### config.mk
export PLATFORM = sky130hd
export DESIGN_NAME = deq_ctrl
export DESIGN_NICKNAME = d
export VERILOG_FILES = /design/src/sv/deq_pkg.sv /design/src/sv/deq_ctrl.sv
export SDC_FILE = /design/constraint.sdc
export NUM_CORES = 1
export LEC_CHECK = 0
export ABC_AREA = 0
export BUFFER_PORTS_ARGS = -buffer_cell sky130_fd_sc_hd__buf_2
export CAP_MARGIN = 20
export CORE_MARGIN = 2
export CORE_UTILIZATION = 55
export DETAILED_ROUTE_END_ITERATION = 8
export PLACE_DENSITY = 0.78
export SLEW_MARGIN = 20
export SYNTH_ARGS = -nofsm -noshare
export SYNTH_HDL_FRONTEND = slang
export SYNTH_SLANG_ARGS = --single-unit
### constraint.sdc
create_clock -name clk -period 10.3 [get_ports clk]
set_input_delay 0.515 -clock clk [delete_from_list [all_inputs] [get_ports clk]]
set_output_delay 0.515 -clock clk [all_outputs]
set_load 0.02 [all_outputs]
### src/sv/deq_pkg.sv
// Shared types, operation and status codes for the double-ended queue.
`default_nettype none

package deq_pkg;

	// Default number of ring entries.
	localparam int unsigned DEPTH_DEFAULT = 256;

	// Field widths of the transfer payloads.
	localparam int unsigned OP_W     = 3;
	localparam int unsigned VALUE_W  = 32;
	localparam int unsigned COUNT_W  = 9;
	localparam int unsigned STATUS_W = 2;

	// Operation codes.
	localparam logic [OP_W-1:0] OP_PUSH_FRONT = 3'd0;
	localparam logic [OP_W-1:0] OP_PUSH_BACK  = 3'd1;
	localparam logic [OP_W-1:0] OP_POP_FRONT  = 3'd2;
	localparam logic [OP_W-1:0] OP_POP_BACK   = 3'd3;
	localparam logic [OP_W-1:0] OP_QUERY      = 3'd4;

	// Status codes.
	localparam logic [STATUS_W-1:0] ST_OK    = 2'd0;
	localparam logic [STATUS_W-1:0] ST_FULL  = 2'd1;
	localparam logic [STATUS_W-1:0] ST_EMPTY = 2'd2;

	// Request payload: one queue operation.
	typedef struct packed {
		logic [OP_W-1:0]           op;
		logic signed [VALUE_W-1:0] value;
	} deq_req_t;

	// Response payload: queue view after the operation.
	typedef struct packed {
		logic signed [VALUE_W-1:0] front_value;
		logic signed [VALUE_W-1:0] back_value;
		logic [COUNT_W-1:0]        count;
		logic                      is_empty;
		logic [STATUS_W-1:0]       status;
	} deq_rsp_t;

	// Per-operation information passed from the pointer logic to the pipeline.
	typedef struct packed {
		logic [COUNT_W-1:0]  count;
		logic                is_empty;
		logic [STATUS_W-1:0] status;
		logic                byp_front;
		logic                byp_back;
	} deq_info_t;

endpackage

`default_nettype wire

### src/sv/deq_ctrl.sv
// Ring pointer and count control: decodes one operation per transfer.
`default_nettype none

module deq_ctrl #(
	parameter int unsigned DEPTH = deq_pkg::DEPTH_DEFAULT,
	localparam int unsigned AW   = $clog2(DEPTH)
) (
	input  wire logic                          clk,
	input  wire logic                          arst_n,
	input  wire logic                          fire,
	input  wire logic [deq_pkg::OP_W-1:0]      op,
	output logic                               wr_en,
	output logic      [AW-1:0]                 wr_addr,
	output logic      [AW-1:0]                 rd_front_addr,
	output logic      [AW-1:0]                 rd_back_addr,
	output deq_pkg::deq_info_t                 info
);
	import deq_pkg::*;

	localparam int unsigned CW = $clog2(DEPTH + 1);
	localparam int unsigned SW = AW + 1;

	logic [AW-1:0] head_q;
	logic [CW-1:0] count_q;
	logic [AW-1:0] head_n;
	logic [CW-1:0] count_n;
	logic [AW-1:0] head_dec;
	logic [AW-1:0] head_inc;
	logic [SW-1:0] back_sum;
	logic [AW-1:0] back_pos;
	logic [SW-1:0] tail_sum;
	logic [AW-1:0] tail_pos;
	logic          full;
	logic          empty;
	logic          we;
	logic [STATUS_W-1:0] status;

	// Neighbouring ring positions of the current head and the slot after the back.
	always_comb begin
		full     = (count_q == CW'(DEPTH));
		empty    = (count_q == '0);
		head_dec = (head_q == '0) ? AW'(DEPTH - 1) : head_q - AW'(1);
		head_inc = (head_q == AW'(DEPTH - 1)) ? '0 : head_q + AW'(1);
		back_sum = SW'(head_q) + SW'(count_q);
		back_pos = (back_sum >= SW'(DEPTH)) ? AW'(back_sum - SW'(DEPTH)) : AW'(back_sum);
	end

	// Operation decode: next head, next count, write and status.
	always_comb begin
		head_n  = head_q;
		count_n = count_q;
		we      = 1'b0;
		wr_addr = back_pos;
		status  = ST_OK;
		unique case (op)
			OP_PUSH_FRONT: begin
				if (full) begin
					status = ST_FULL;
				end else begin
					head_n  = head_dec;
					count_n = count_q + CW'(1);
					we      = 1'b1;
					wr_addr = head_dec;
				end
			end
			OP_PUSH_BACK: begin
				if (full) begin
					status = ST_FULL;
				end else begin
					count_n = count_q + CW'(1);
					we      = 1'b1;
				end
			end
			OP_POP_FRONT: begin
				if (empty) begin
					status = ST_EMPTY;
				end else begin
					head_n  = head_inc;
					count_n = count_q - CW'(1);
				end
			end
			OP_POP_BACK: begin
				if (empty) begin
					status = ST_EMPTY;
				end else begin
					count_n = count_q - CW'(1);
				end
			end
			default: begin
				status = ST_OK;
			end
		endcase
	end

	// Position of the back value after the operation; meaningless when empty.
	always_comb begin
		tail_sum = SW'(head_n) + SW'(count_n) - SW'(1);
		tail_pos = (tail_sum >= SW'(DEPTH)) ? AW'(tail_sum - SW'(DEPTH)) : AW'(tail_sum);
	end

	assign wr_en         = fire && we;
	assign rd_front_addr = head_n;
	assign rd_back_addr  = tail_pos;

	// Information travelling alongside the read data.
	always_comb begin
		info.count     = COUNT_W'(count_n);
		info.is_empty  = (count_n == '0);
		info.status    = status;
		info.byp_front = we && (wr_addr == head_n);
		info.byp_back  = we && (wr_addr == tail_pos);
	end

	// Queue state registers.
	always_ff @(posedge clk or negedge arst_n) begin
		if (!arst_n) begin
			head_q  <= '0;
			count_q <= '0;
		end else if (fire) begin
			head_q  <= head_n;
			count_q <= count_n;
		end
	end

endmodule

`default_nettype wire

* After elaboration in Yosys (flattened, before gate mapping)
Index checks and enable logic that the tools add are counted.
** Operators by class
- Add/sub/neg operators :: 9
- Magnitude comparators :: 2
- Equal/unequal tests :: 7
- Multiplexer cells :: 17
- Reduce and logical (&&, ||, !) cells :: 9
** Operators by type and width (number)
- $mux W8 :: 8
- $sub A8 B1 Y8 const B :: 3
- $add A8 B9 Y9 :: 2
- $ge A9 B9 Y1 const B :: 2
- $logic_not A9 Y1 :: 2
- $mux W9 :: 2
- $pmux W9 S2 :: 1
- $sub A9 B1 Y9 const B :: 2
- $eq A8 B8 Y1 :: 2
- $pmux W8 S2 :: 1
- $add A9 B1 Y9 const B :: 1
- $eq A9 B9 Y1 const B :: 1
- $add A8 B1 Y8 const B :: 1
- $eq A8 B8 Y1 const B :: 1
- $logic_not A8 Y1 :: 1
- $eq A3 B2 Y1 const B :: 2
- $pmux W2 S2 :: 1
- $reduce_or A2 Y1 :: 2
- $eq A3 B1 Y1 const B :: 1
- $logic_and A1 B1 Y1 :: 3
- $logic_not A3 Y1 :: 1
- $mux W1 :: 3
- $mux W2 :: 1
** Word-level totals
- Register bits :: 17
- Output and inout port bits :: 39
- Word-level logic and storage cells :: 46

* Longest topological paths before layout
- Depth after elaboration :: 10
- Gate-level depth with buffers :: 19
- Depth with buffers taken out :: 18

* Worst setup path after synthesis
Ideal clock, no wire load.
- Path kind :: flip-flop to output port
- Start point :: register count_q[1]
- End point :: output port info[0] (netlist bit)
- Data arrival time :: 4.919 ns
- Required time :: 9.785 ns
- Path slack :: 4.866 ns
- Cell stages (with the launch flop) :: 19
- Cell sequence :: dfrtp_1 inv_1 ha_1 nor4b_1 a21boi_0 a31oi_1 nor2_1 xor2_1 inv_1 ha_1 inv_1 ha_1 or3b_2 a311o_1 o311ai_0 nor4_1 o211a_1 or3_1 a2111oi_2
** RTL lines
- start: declaration :: RTL line deq_ctrl.sv:24 : logic [CW-1:0] count_q;
- start signal: assignment :: RTL line deq_ctrl.sv:121 : count_q <= count_n;
- end: declaration :: RTL line deq_ctrl.sv:16 : output deq_pkg::deq_info_t info

==> out/summary.txt <==
Unrepaired setup endpoints after global routing - no
Starting DRC count in detailed routing - 239
WL met3 - 560 um
FMAX - 158 MHz
Place WS - 4.43 ns
Number of synthesis warnings - 0
Worst setup margin - 3.98 ns
Synth Flop Type - dfrtp_1
Mapped Cells - 379
Gpl congestion - 0.946
GRT Overall Usage - 30.7%
Minimum clock period - 6.32 ns
Final Hold Fails - 0
Syn Nets - 412
Vias - 2938
Metal2 WL - 3850 um
Chip height - 75.8 um
Main area contributors after synthesis - dfrtp_1, ha_1, xnor2_1
Routed Antenna Nets - 0
Setup TNS - 0 ns
Synth area leader - dfrtp_1
Synth top area share - 15.0%
Final setup viols - 0
Clk_skew - 0.00446 ns
Htree depth - 1
Crit path launch - count_q[1]$_DFFE_PN0P_
CTS tree - built
Initial antenna violation count - 0
R2R setup slack - 7.41 ns
CP Launch Type - flip-flop
CP Data Required Time - 9.79 ns
Vias per inst - 6.24
Layout cells sized above 1 - 17.0%
Max-Cap Viols - 0
Sequential share of the synthesized area - 15.0%
Crit path to - info[0]
Reg2reg end - head_q[0]$_DFFE_PN0P_
CTS Sinks - 17
Routed WL - 8290 um
IO Count - 45
Highest metal used - met4
Top-count cell post-synth - inv_1
Post-CTS sizing - 0
Pin count of the biggest net entering global routing - 26
Vias in the first global route - 2694
Met1 WL - 3700 um
Hold slack - 0.172 ns
Worst slew pin tran - 0.984 ns
ANT cells - 0
CP max FO - 8
Max clock buf depth - 2
Max-slew headroom - 33.5%
Worst setup path category - reg2out
Drt pass-1 iters - 5
Die area - 5750 um^2
Post-synth EDFFs - 0
Clock Tree Root - clkbuf_8
Detailed-route DRC error count - 0
Fillcell total - 464
Worst-Skew Late Latency - 0.27 ns
Hold Path Class - in2async
Post-Syn Area per Cell - 7.48 um^2
Commonest cells post-synth - inv_1, nor2_1, ha_1
Post-Syn Area - 2840 um^2
Fin crit share - 61.4%
Buffers on Ports - 44
Max Slew Vio Count - 0
R2r worst-path depth - 7
Setup Fix Bufs, Post-CTS - 0
Asr flop ratio synth - 100%
Register clock-pin slew on the reported worst setup and hold paths - 0.08 ns
Num rows - 26
CP arrival - 5.81 ns
Initial core utilization - 56.3%
TritonCTS Buffers - 3
Status - finished, final reports clean
DP HPWL - 6310 um
Netlist cell types - 66
Area growth, synth to finish - 7.85%
Die W - 75.8 um
First-pass GRT wire length - 13300 um
FF+latch count, synth - 17
Cts hold-fix bufs - 0
Worst setup EP type - output pin
Grt ovf - 0
DR WL/cell - 17.6 um
Core Box Area - 5040 um^2
Worst R2R Start - count_q[1]$_DFFE_PN0P_
Layout Nets - 435
registers in the layout, summed over array words and instances, names as in the netlist:
name,count
head_q,8
count_q,9
metal layers:
metal | vias up | track usage (%)
met5 | - | 0
met4 | 0 | 11.3
met3 | 17 | 3.57
met2 | 140 | 48.7
met1 | 1386 | 42.9
li1 | 1395 | -
cells in the final DEF (no fill, tap or decap), types with 3 or more instances in the layout:
cell type,count
mux2_2,7
o21ai_0,19
o211ai_1,4
a211oi_1,5
a31oi_1,6
nand3_1,12
nor4_1,5
nor2b_1,3
ha_1,25
xnor2_1,23
and2_1,10
mux2i_1,3
a21oi_1,21
or4_1,3
buf_2,44
nand4_1,5
nand2_1,21
or3_1,6
a21o_1,5
xor2_1,10
a211o_1,3
and3_1,5
or3b_2,3
nor2_1,28
a21boi_0,3
dfrtp_1,17
nor3_1,11
clkbuf_8,3
inv_1,40
or2_2,5
worst max-delay path: stages, from the launching register on:
cell and delay, ns:
dfrtp_1 0.49, inv_1 0.14, ha_1 0.22, nor4b_1 0.72, a21boi_0 0.40, o2111a_1 0.28
nor3_2 0.39, ha_1 0.24, inv_1 0.04, ha_1 0.20, fa_1 0.42, a21o_1 0.21
a311o_1 0.34, o311ai_0 0.14, nor4_1 0.12, o211a_1 0.27, or3_1 0.36, a2111oi_2 0.35
buf_2 0.22
area by class of cell:
cell class | count | area (um^2) | share of cell area (%)
Clock buffer | 4 | 45.0 | 1.47
Sequential cell | 17 | 425 | 13.9
Multi-Input combinational cell | 296 | 2130 | 69.7
Tap cell | 70 | 87.6 | 2.86
Timing Repair Buffer | 44 | 220 | 7.20
Inverter | 40 | 150 | 4.91
logic make-up after synthesis:
family	synth area share, %
and+or+nand+nor	25.4
AOI/OAI and AO/OA	23.3
buffers and inverters	9.88
xor gates and xnor gates	10.2
adders and majority gates	12.4
DFF	15.0
muxes	3.84
stage by stage:
step / std cells / util, % / area, um^2
5_1_grt: 471 / 60.7 / 3060
2_1_floorplan: 379 / - / 2840
3_3_place_gp: 467 / 59.8 / 3010
6_report: 471 / 60.7 / 3060
3_5_place_dp: 467 / 59.8 / 3010
4_1_cts: 471 / 60.7 / 3060
how the worst min path moves through the flow:
stage          startpoint                      to  slack, ns  cells past startpoint
2_1_floorplan      arst_n  count_q[0]$_DFFE_PN0P_       0.22                      0
3_3_place_gp       arst_n  count_q[0]$_DFFE_PN0P_       0.48                      1
3_5_place_dp       arst_n  count_q[0]$_DFFE_PN0P_       0.48                      1
4_1_cts            arst_n  count_q[0]$_DFFE_PN0P_       0.19                      1
5_1_grt            arst_n  count_q[0]$_DFFE_PN0P_       0.21                      1
6_report           arst_n  count_q[0]$_DFFE_PN0P_       0.17                      1
Power is not shown: default switching activity piles up to over one toggle a cycle in this logic, so the estimate is an artifact.
